[config.mk]
export PLATFORM = sky130hd
export DESIGN_NAME = tlc_ctrl
export DESIGN_NICKNAME = d
export VERILOG_FILES = /design/src/sv/tlc_pkg.sv /design/src/sv/tlc_ctrl.sv
export SDC_FILE = /design/constraint.sdc
export NUM_CORES = 1
export LEC_CHECK = 0
export BUFFER_PORTS_ARGS = -buffer_cell sky130_fd_sc_hd__buf_2
export CORE_UTILIZATION = 50
export CTS_CLUSTER_DIAMETER = 60
export DETAILED_ROUTE_END_ITERATION = 6
export PLACE_DENSITY = 0.79
export SYNTH_ARGS = -nofsm -noshare
export SYNTH_HDL_FRONTEND = slang
export SYNTH_SLANG_ARGS = --single-unit
[constraint.sdc]
create_clock -name clk -period 1.8 [get_ports clk]
set_input_delay 0.27 -clock clk [delete_from_list [all_inputs] [get_ports clk]]
set_output_delay 0.27 -clock clk [all_outputs]
set_load 0.02 [all_outputs]
[src/sv/tlc_pkg.sv]
// ---------------------------------------------------------------------------
// tlc_pkg
// Types, codes and default sizes shared by the two-level cache tag core.
// ---------------------------------------------------------------------------
`default_nettype none

package tlc_pkg;

  localparam int ADDR_BITS_DEF       = 48;
  localparam int FIRST_MAX_SETS_DEF  = 64;
  localparam int FIRST_MAX_WAYS_DEF  = 8;
  localparam int SECOND_MAX_SETS_DEF = 1024;
  localparam int SECOND_MAX_WAYS_DEF = 16;

  // Rebuilt victim addresses and stored tags keep the full 64-bit range.
  localparam int VADDR_W   = 64;
  localparam int STAMP_W   = 32;
  localparam int CNT_W     = 32;
  localparam int CFG_W     = 5;
  localparam int CFG_IDX_W = 3;

  localparam logic [1:0] MODE_INCL = 2'd0;
  localparam logic [1:0] MODE_NINE = 2'd1;
  localparam logic [1:0] MODE_EXCL = 2'd2;

  localparam logic [1:0] HIT_L1   = 2'd0;
  localparam logic [1:0] HIT_L2   = 2'd1;
  localparam logic [1:0] HIT_NONE = 2'd2;

  localparam logic [CFG_IDX_W-1:0] CFG_MODE     = 3'd0;
  localparam logic [CFG_IDX_W-1:0] CFG_OFFSET   = 3'd1;
  localparam logic [CFG_IDX_W-1:0] CFG_L1_SETS  = 3'd2;
  localparam logic [CFG_IDX_W-1:0] CFG_L1_WAYS  = 3'd3;
  localparam logic [CFG_IDX_W-1:0] CFG_L2_SETS  = 3'd4;
  localparam logic [CFG_IDX_W-1:0] CFG_L2_WAYS  = 3'd5;

  typedef enum logic [2:0] {
    LOP_NONE,
    LOP_READ,
    LOP_LOOK,
    LOP_INV,
    LOP_SCAN,
    LOP_FILL
  } level_op_t;

  typedef struct packed {
    logic hit;
    logic scan_done;
    logic evict;
    logic ready;
  } level_status_t;

  typedef struct packed {
    level_status_t l1;
    level_status_t l2;
  } dp_status_t;

  typedef struct packed {
    level_op_t l1_op;
    level_op_t l2_op;
    logic      l1_vic;
    logic      l2_vic;
    logic      capture;
    logic      count_l1;
    logic      count_l2;
    logic      load_out;
  } dp_cmd_t;

  typedef enum logic [4:0] {
    ST_CLEAR,
    ST_IDLE,
    ST_L1_RD,
    ST_L1_LOOK,
    ST_L2_RD,
    ST_L2_LOOK,
    ST_F2_RD,
    ST_F2_SCAN,
    ST_F2_WR,
    ST_I1_RD,
    ST_I1_INV,
    ST_I2_RD,
    ST_I2_INV,
    ST_F1_RD,
    ST_F1_SCAN,
    ST_F1_WR,
    ST_P2_RD,
    ST_P2_SCAN,
    ST_P2_WR,
    ST_FIN
  } state_t;

endpackage

`default_nettype wire

[src/sv/tlc_ctrl.sv]
// ---------------------------------------------------------------------------
// tlc_ctrl
// Access sequencer: lookups, inclusion policy steps and result handoff.
// ---------------------------------------------------------------------------
`default_nettype none

module tlc_ctrl (
  input  logic                  clk,
  input  logic                  rst,
  input  logic                  in_valid,
  output logic                  in_ready,
  output logic                  out_valid,
  input  logic                  out_ready,
  input  logic [1:0]            inclusion_mode,
  input  tlc_pkg::dp_status_t   status,
  output tlc_pkg::dp_cmd_t      cmd
);

  tlc_pkg::state_t state, state_next;

  always_ff @(posedge clk) begin
    if (rst) begin
      state     <= tlc_pkg::ST_CLEAR;
      out_valid <= 1'b0;
    end else begin
      state <= state_next;
      if (cmd.load_out) begin
        out_valid <= 1'b1;
      end else if (out_ready) begin
        out_valid <= 1'b0;
      end
    end
  end

  always_comb begin
    state_next   = state;
    in_ready     = 1'b0;
    cmd          = '0;
    cmd.l1_op    = tlc_pkg::LOP_NONE;
    cmd.l2_op    = tlc_pkg::LOP_NONE;
    unique case (state)
      tlc_pkg::ST_CLEAR: begin
        if (status.l1.ready && status.l2.ready) begin
          state_next = tlc_pkg::ST_IDLE;
        end
      end
      tlc_pkg::ST_IDLE: begin
        in_ready = 1'b1;
        if (in_valid) begin
          cmd.capture = 1'b1;
          state_next  = tlc_pkg::ST_L1_RD;
        end
      end
      tlc_pkg::ST_L1_RD: begin
        cmd.l1_op  = tlc_pkg::LOP_READ;
        state_next = tlc_pkg::ST_L1_LOOK;
      end
      tlc_pkg::ST_L1_LOOK: begin
        cmd.l1_op    = tlc_pkg::LOP_LOOK;
        cmd.count_l1 = 1'b1;
        state_next   = status.l1.hit ? tlc_pkg::ST_FIN : tlc_pkg::ST_L2_RD;
      end
      tlc_pkg::ST_L2_RD: begin
        cmd.l2_op  = tlc_pkg::LOP_READ;
        state_next = tlc_pkg::ST_L2_LOOK;
      end
      tlc_pkg::ST_L2_LOOK: begin
        cmd.l2_op    = tlc_pkg::LOP_LOOK;
        cmd.count_l2 = 1'b1;
        priority if (inclusion_mode == tlc_pkg::MODE_INCL ||
                     inclusion_mode == tlc_pkg::MODE_NINE) begin
          state_next = status.l2.hit ? tlc_pkg::ST_F1_RD : tlc_pkg::ST_F2_RD;
        end else if (inclusion_mode == tlc_pkg::MODE_EXCL) begin
          state_next = status.l2.hit ? tlc_pkg::ST_I2_RD : tlc_pkg::ST_F1_RD;
        end else begin
          state_next = tlc_pkg::ST_FIN;
        end
      end
      tlc_pkg::ST_F2_RD: begin
        cmd.l2_op  = tlc_pkg::LOP_READ;
        state_next = tlc_pkg::ST_F2_SCAN;
      end
      tlc_pkg::ST_F2_SCAN: begin
        if (status.l2.scan_done) begin
          state_next = tlc_pkg::ST_F2_WR;
        end else begin
          cmd.l2_op = tlc_pkg::LOP_SCAN;
        end
      end
      tlc_pkg::ST_F2_WR: begin
        cmd.l2_op = tlc_pkg::LOP_FILL;
        if (inclusion_mode == tlc_pkg::MODE_INCL && status.l2.evict) begin
          state_next = tlc_pkg::ST_I1_RD;
        end else begin
          state_next = tlc_pkg::ST_F1_RD;
        end
      end
      tlc_pkg::ST_I1_RD: begin
        cmd.l1_op  = tlc_pkg::LOP_READ;
        cmd.l1_vic = 1'b1;
        state_next = tlc_pkg::ST_I1_INV;
      end
      tlc_pkg::ST_I1_INV: begin
        cmd.l1_op  = tlc_pkg::LOP_INV;
        state_next = tlc_pkg::ST_F1_RD;
      end
      tlc_pkg::ST_I2_RD: begin
        cmd.l2_op  = tlc_pkg::LOP_READ;
        state_next = tlc_pkg::ST_I2_INV;
      end
      tlc_pkg::ST_I2_INV: begin
        cmd.l2_op  = tlc_pkg::LOP_INV;
        state_next = tlc_pkg::ST_F1_RD;
      end
      tlc_pkg::ST_F1_RD: begin
        cmd.l1_op  = tlc_pkg::LOP_READ;
        state_next = tlc_pkg::ST_F1_SCAN;
      end
      tlc_pkg::ST_F1_SCAN: begin
        if (status.l1.scan_done) begin
          state_next = tlc_pkg::ST_F1_WR;
        end else begin
          cmd.l1_op = tlc_pkg::LOP_SCAN;
        end
      end
      tlc_pkg::ST_F1_WR: begin
        cmd.l1_op = tlc_pkg::LOP_FILL;
        if (inclusion_mode == tlc_pkg::MODE_EXCL && status.l1.evict) begin
          state_next = tlc_pkg::ST_P2_RD;
        end else begin
          state_next = tlc_pkg::ST_FIN;
        end
      end
      tlc_pkg::ST_P2_RD: begin
        cmd.l2_op  = tlc_pkg::LOP_READ;
        cmd.l2_vic = 1'b1;
        state_next = tlc_pkg::ST_P2_SCAN;
      end
      tlc_pkg::ST_P2_SCAN: begin
        if (status.l2.scan_done) begin
          state_next = tlc_pkg::ST_P2_WR;
        end else begin
          cmd.l2_op = tlc_pkg::LOP_SCAN;
        end
      end
      tlc_pkg::ST_P2_WR: begin
        cmd.l2_op  = tlc_pkg::LOP_FILL;
        state_next = tlc_pkg::ST_FIN;
      end
      tlc_pkg::ST_FIN: begin
        if (!out_valid || out_ready) begin
          cmd.load_out = 1'b1;
          state_next   = tlc_pkg::ST_IDLE;
        end
      end
      default: begin
        state_next = tlc_pkg::ST_IDLE;
      end
    endcase
  end

endmodule

`default_nettype wire

==> metrics <==
layout cell share with drive strength beyond 1=about two fifths; first-pass GRT wire length=4.305 mm; Top Ports=28; CP required=~1.5 ns; clock network fraction of design power=14.4%; clk_lat worst skew=between 0.2 and 0.3 ns; vias=between 1000 and 1500; HP Class=in2reg; Hold-fix buffers, CTS=0; DRT antenna net count=0; P_sw=0.0004274 W; Max FO, Critical Path=13; Final period util=97.56%; CP Capture Type=primary output; number of global-route vias before repair=952; Sw Share=46.83%; Worst-path clk slew=around 0.050 ns; DRT Wirelength=around 2.8 mm; number of flops mapped to enable cells by yosys=0; area delta synth->final=32.94%; die area=1878 µm²; Via density=6.564; final setup vio count=0; CTS Buffer Depth=2; initial core utilization=between 50% and 60%; DIE HEIGHT=43.34 µm; register share of total power=around 22%; GRT Total Usage=30.04%; Seq/Total Area, Yosys=between 10% and 20%; fin. max-slew vios=0; clock skew=approximately 0.0055 ns; Worst Setup Start Kind=flop; max-cap viol count=0; syn avg cell area=~6.7 µm²; crit path time final=1.756 ns; CTS tree=built; leakage=between 0.4 and 0.5 nW; RSZ-0062 raised after global routing=no; crit path kind=reg2out; DR DRC count=2; Post-synth ARST share=0%; Die X=between 40 and 50 µm; PD cells=803.2 nW/µm²; Post-CTS Setup Inserts=0; DR WL/cell=16.45 µm; antenna violations before repair=0; flops & latches, synth=6; TNS Setup=0 ns; pre-CTS WS=0.003074 ns; GRT overflow=0; Final GP Congestion=0.8782; Iteration-0 DRC Markers=roughly 110; H-tree lvl count=1; # diodes=0; Layout Nets=roughly 170; CTS Sinks=6; failing checks=design-rule violations; Syn Nets=141; Site Rows=14; max_slew headroom=80.04%; Critical Path AT=about 1.5 ns; DP Wirelength=2.012 mm; worst slew pin tran=0.2994 ns; Max Clock Freq=569.5 MHz; Final Hold Viols=0; number of CTS-inserted buffers=3; setup ws final=between 0.04 and 0.05 ns; Synth Flop Type=dfxtp_1; clk root buf=clkbuf_4; yosys warns=0; PortBufs=27; status=finished, violations left; Int Pwr=0.0004852 W; Core ar.=1559 µm²; post-synthesis cell area=854.6 µm²; total chip power=roughly 0.00091 W; power share of the combinational group=between 60 and 70%; Max VDD drop=392.0 µV; Cells after Synth=127; Unique masters post-synth=49; drt pass-1 iters=6; largest net degree at the start of global routing=22
==> what timing repair did <==
item | in CTS | in global routing
resized for setup | 5 | 10
cloned | 0 | 0
endpoints found under the setup margin | 8 | 7
==> through the flow <==
step                std cells  util (%)  instance area [µm²]  hold slack (ns)
floorplan                 127         -                865.8           0.3324
global placement          169     68.46                 1067           0.5082
detailed placement        169     68.46                 1067           0.5125
CTS                       172     70.47                 1099           0.2613
global route              172     72.87                 1136           0.2685
finish                    172     72.87                 1136           0.2477
==> registers in the layout, summed over array words and instances, names as in the netlist <==
register	cells
out_valid	1
state	5
==> cell families (layout without fill, tap and decap cells) <==
family	count (synthesis)	count (layout)	share of synthesized area (%)
simple gates	64	64	40.56
compound gates	37	37	32.21
buf+inv	16	45	8.492
flops	6	6	14.06
mux	3	3	3.660
xor+xnor	1	1	1.025
==> worst max-delay path, stage by stage (launching register included) <==
cell and delay [ns]:
dfxtp_4 0.39, buf_4 0.16, or2_2 0.34, nor3_2 0.17
buf_4 0.18
==> placed cells by master, fill, tap and decap left out, types with 4 or more instances in the layout <==
| cell type | n |
|---|---|
| a21oi_1 | 4 |
| buf_2 | 26 |
| buf_4 | 8 |
| inv_1 | 5 |
| nand2_1 | 14 |
| nand3_1 | 5 |
| nor2_1 | 13 |
| nor2b_1 | 5 |
| o21ai_0 | 6 |
==> routing by layer <==
metal / GRT usage, % / wire length, µm / vias to the layer above / share of wire (%)
met5: 0 / 0 / - / 0
met4: 13.13 / 87 / 0 / 3.1
met3: 3.333 / 312 / 15 / 11
met2: 49.09 / 1350 / 103 / 48
met1: 40.00 / 1079 / 484 / 38
li1: - / - / 527 / -
==> layout make-up <==
type	instances	area, µm²
Tap cell	16	20.02
Timing Repair Buffer	37	241.5
Clock buffer	3	22.52
Sequential cell	6	131.4
Multi-Input combinational cell	105	701.9
Inverter	5	18.77
Fill cell	127	422.9
==> power by group through the flow <==
stage          Sequential (W)  Combinational (W)  Clock [W]
6_report             0.000197           0.000585   0.000131
5_1_grt              0.000200           0.000621   0.000134
4_1_cts              0.000188           0.000554   0.000125
3_5_place_dp         0.000188           0.000548          0
3_3_place_gp         0.000187           0.000538          0
2_1_floorplan        0.000166           0.000376          0
==> synthesized netlist by cell type (all sizes together), types with 2 or more instances <==
library cell / count / share of area [%]
nand4: 2 / 1.5
nor3b: 2 / 1.8
nor2: 14 / 6.1
nand2: 14 / 6.1
inv: 5 / 2.2
and3b: 2 / 2.1
o21ai: 6 / 3.5
o32ai: 2 / 2.1
or4: 2 / 2.2
a21oi: 5 / 3.4
nand2b: 4 / 3.8
mux2i: 2 / 2.3
buf: 8 / 5.0
nor2b: 6 / 4.4
and2: 3 / 2.2
nand3: 5 / 2.9
a32oi: 2 / 2.1
clkbuf: 3 / 1.3
dfxtp: 6 / 14
o211ai: 3 / 2.6
a31oi: 3 / 2.2
nor3: 5 / 2.9
a211oi: 2 / 1.8
==> path summary, 6_finish.rpt <==
kind | endpoint | slack (ns) | start | depth (start not counted)
worst min register to register | state[1] | 0.53 | state[1] | 2
worst min-delay path | state[1] | 0.25 | rst | 2
worst max-delay path | cmd[2] | 0.04 | state[2] | 4
worst max register to register | state[4] | 0.16 | state[3] | 5
Power figures use the tool's default switching activity.
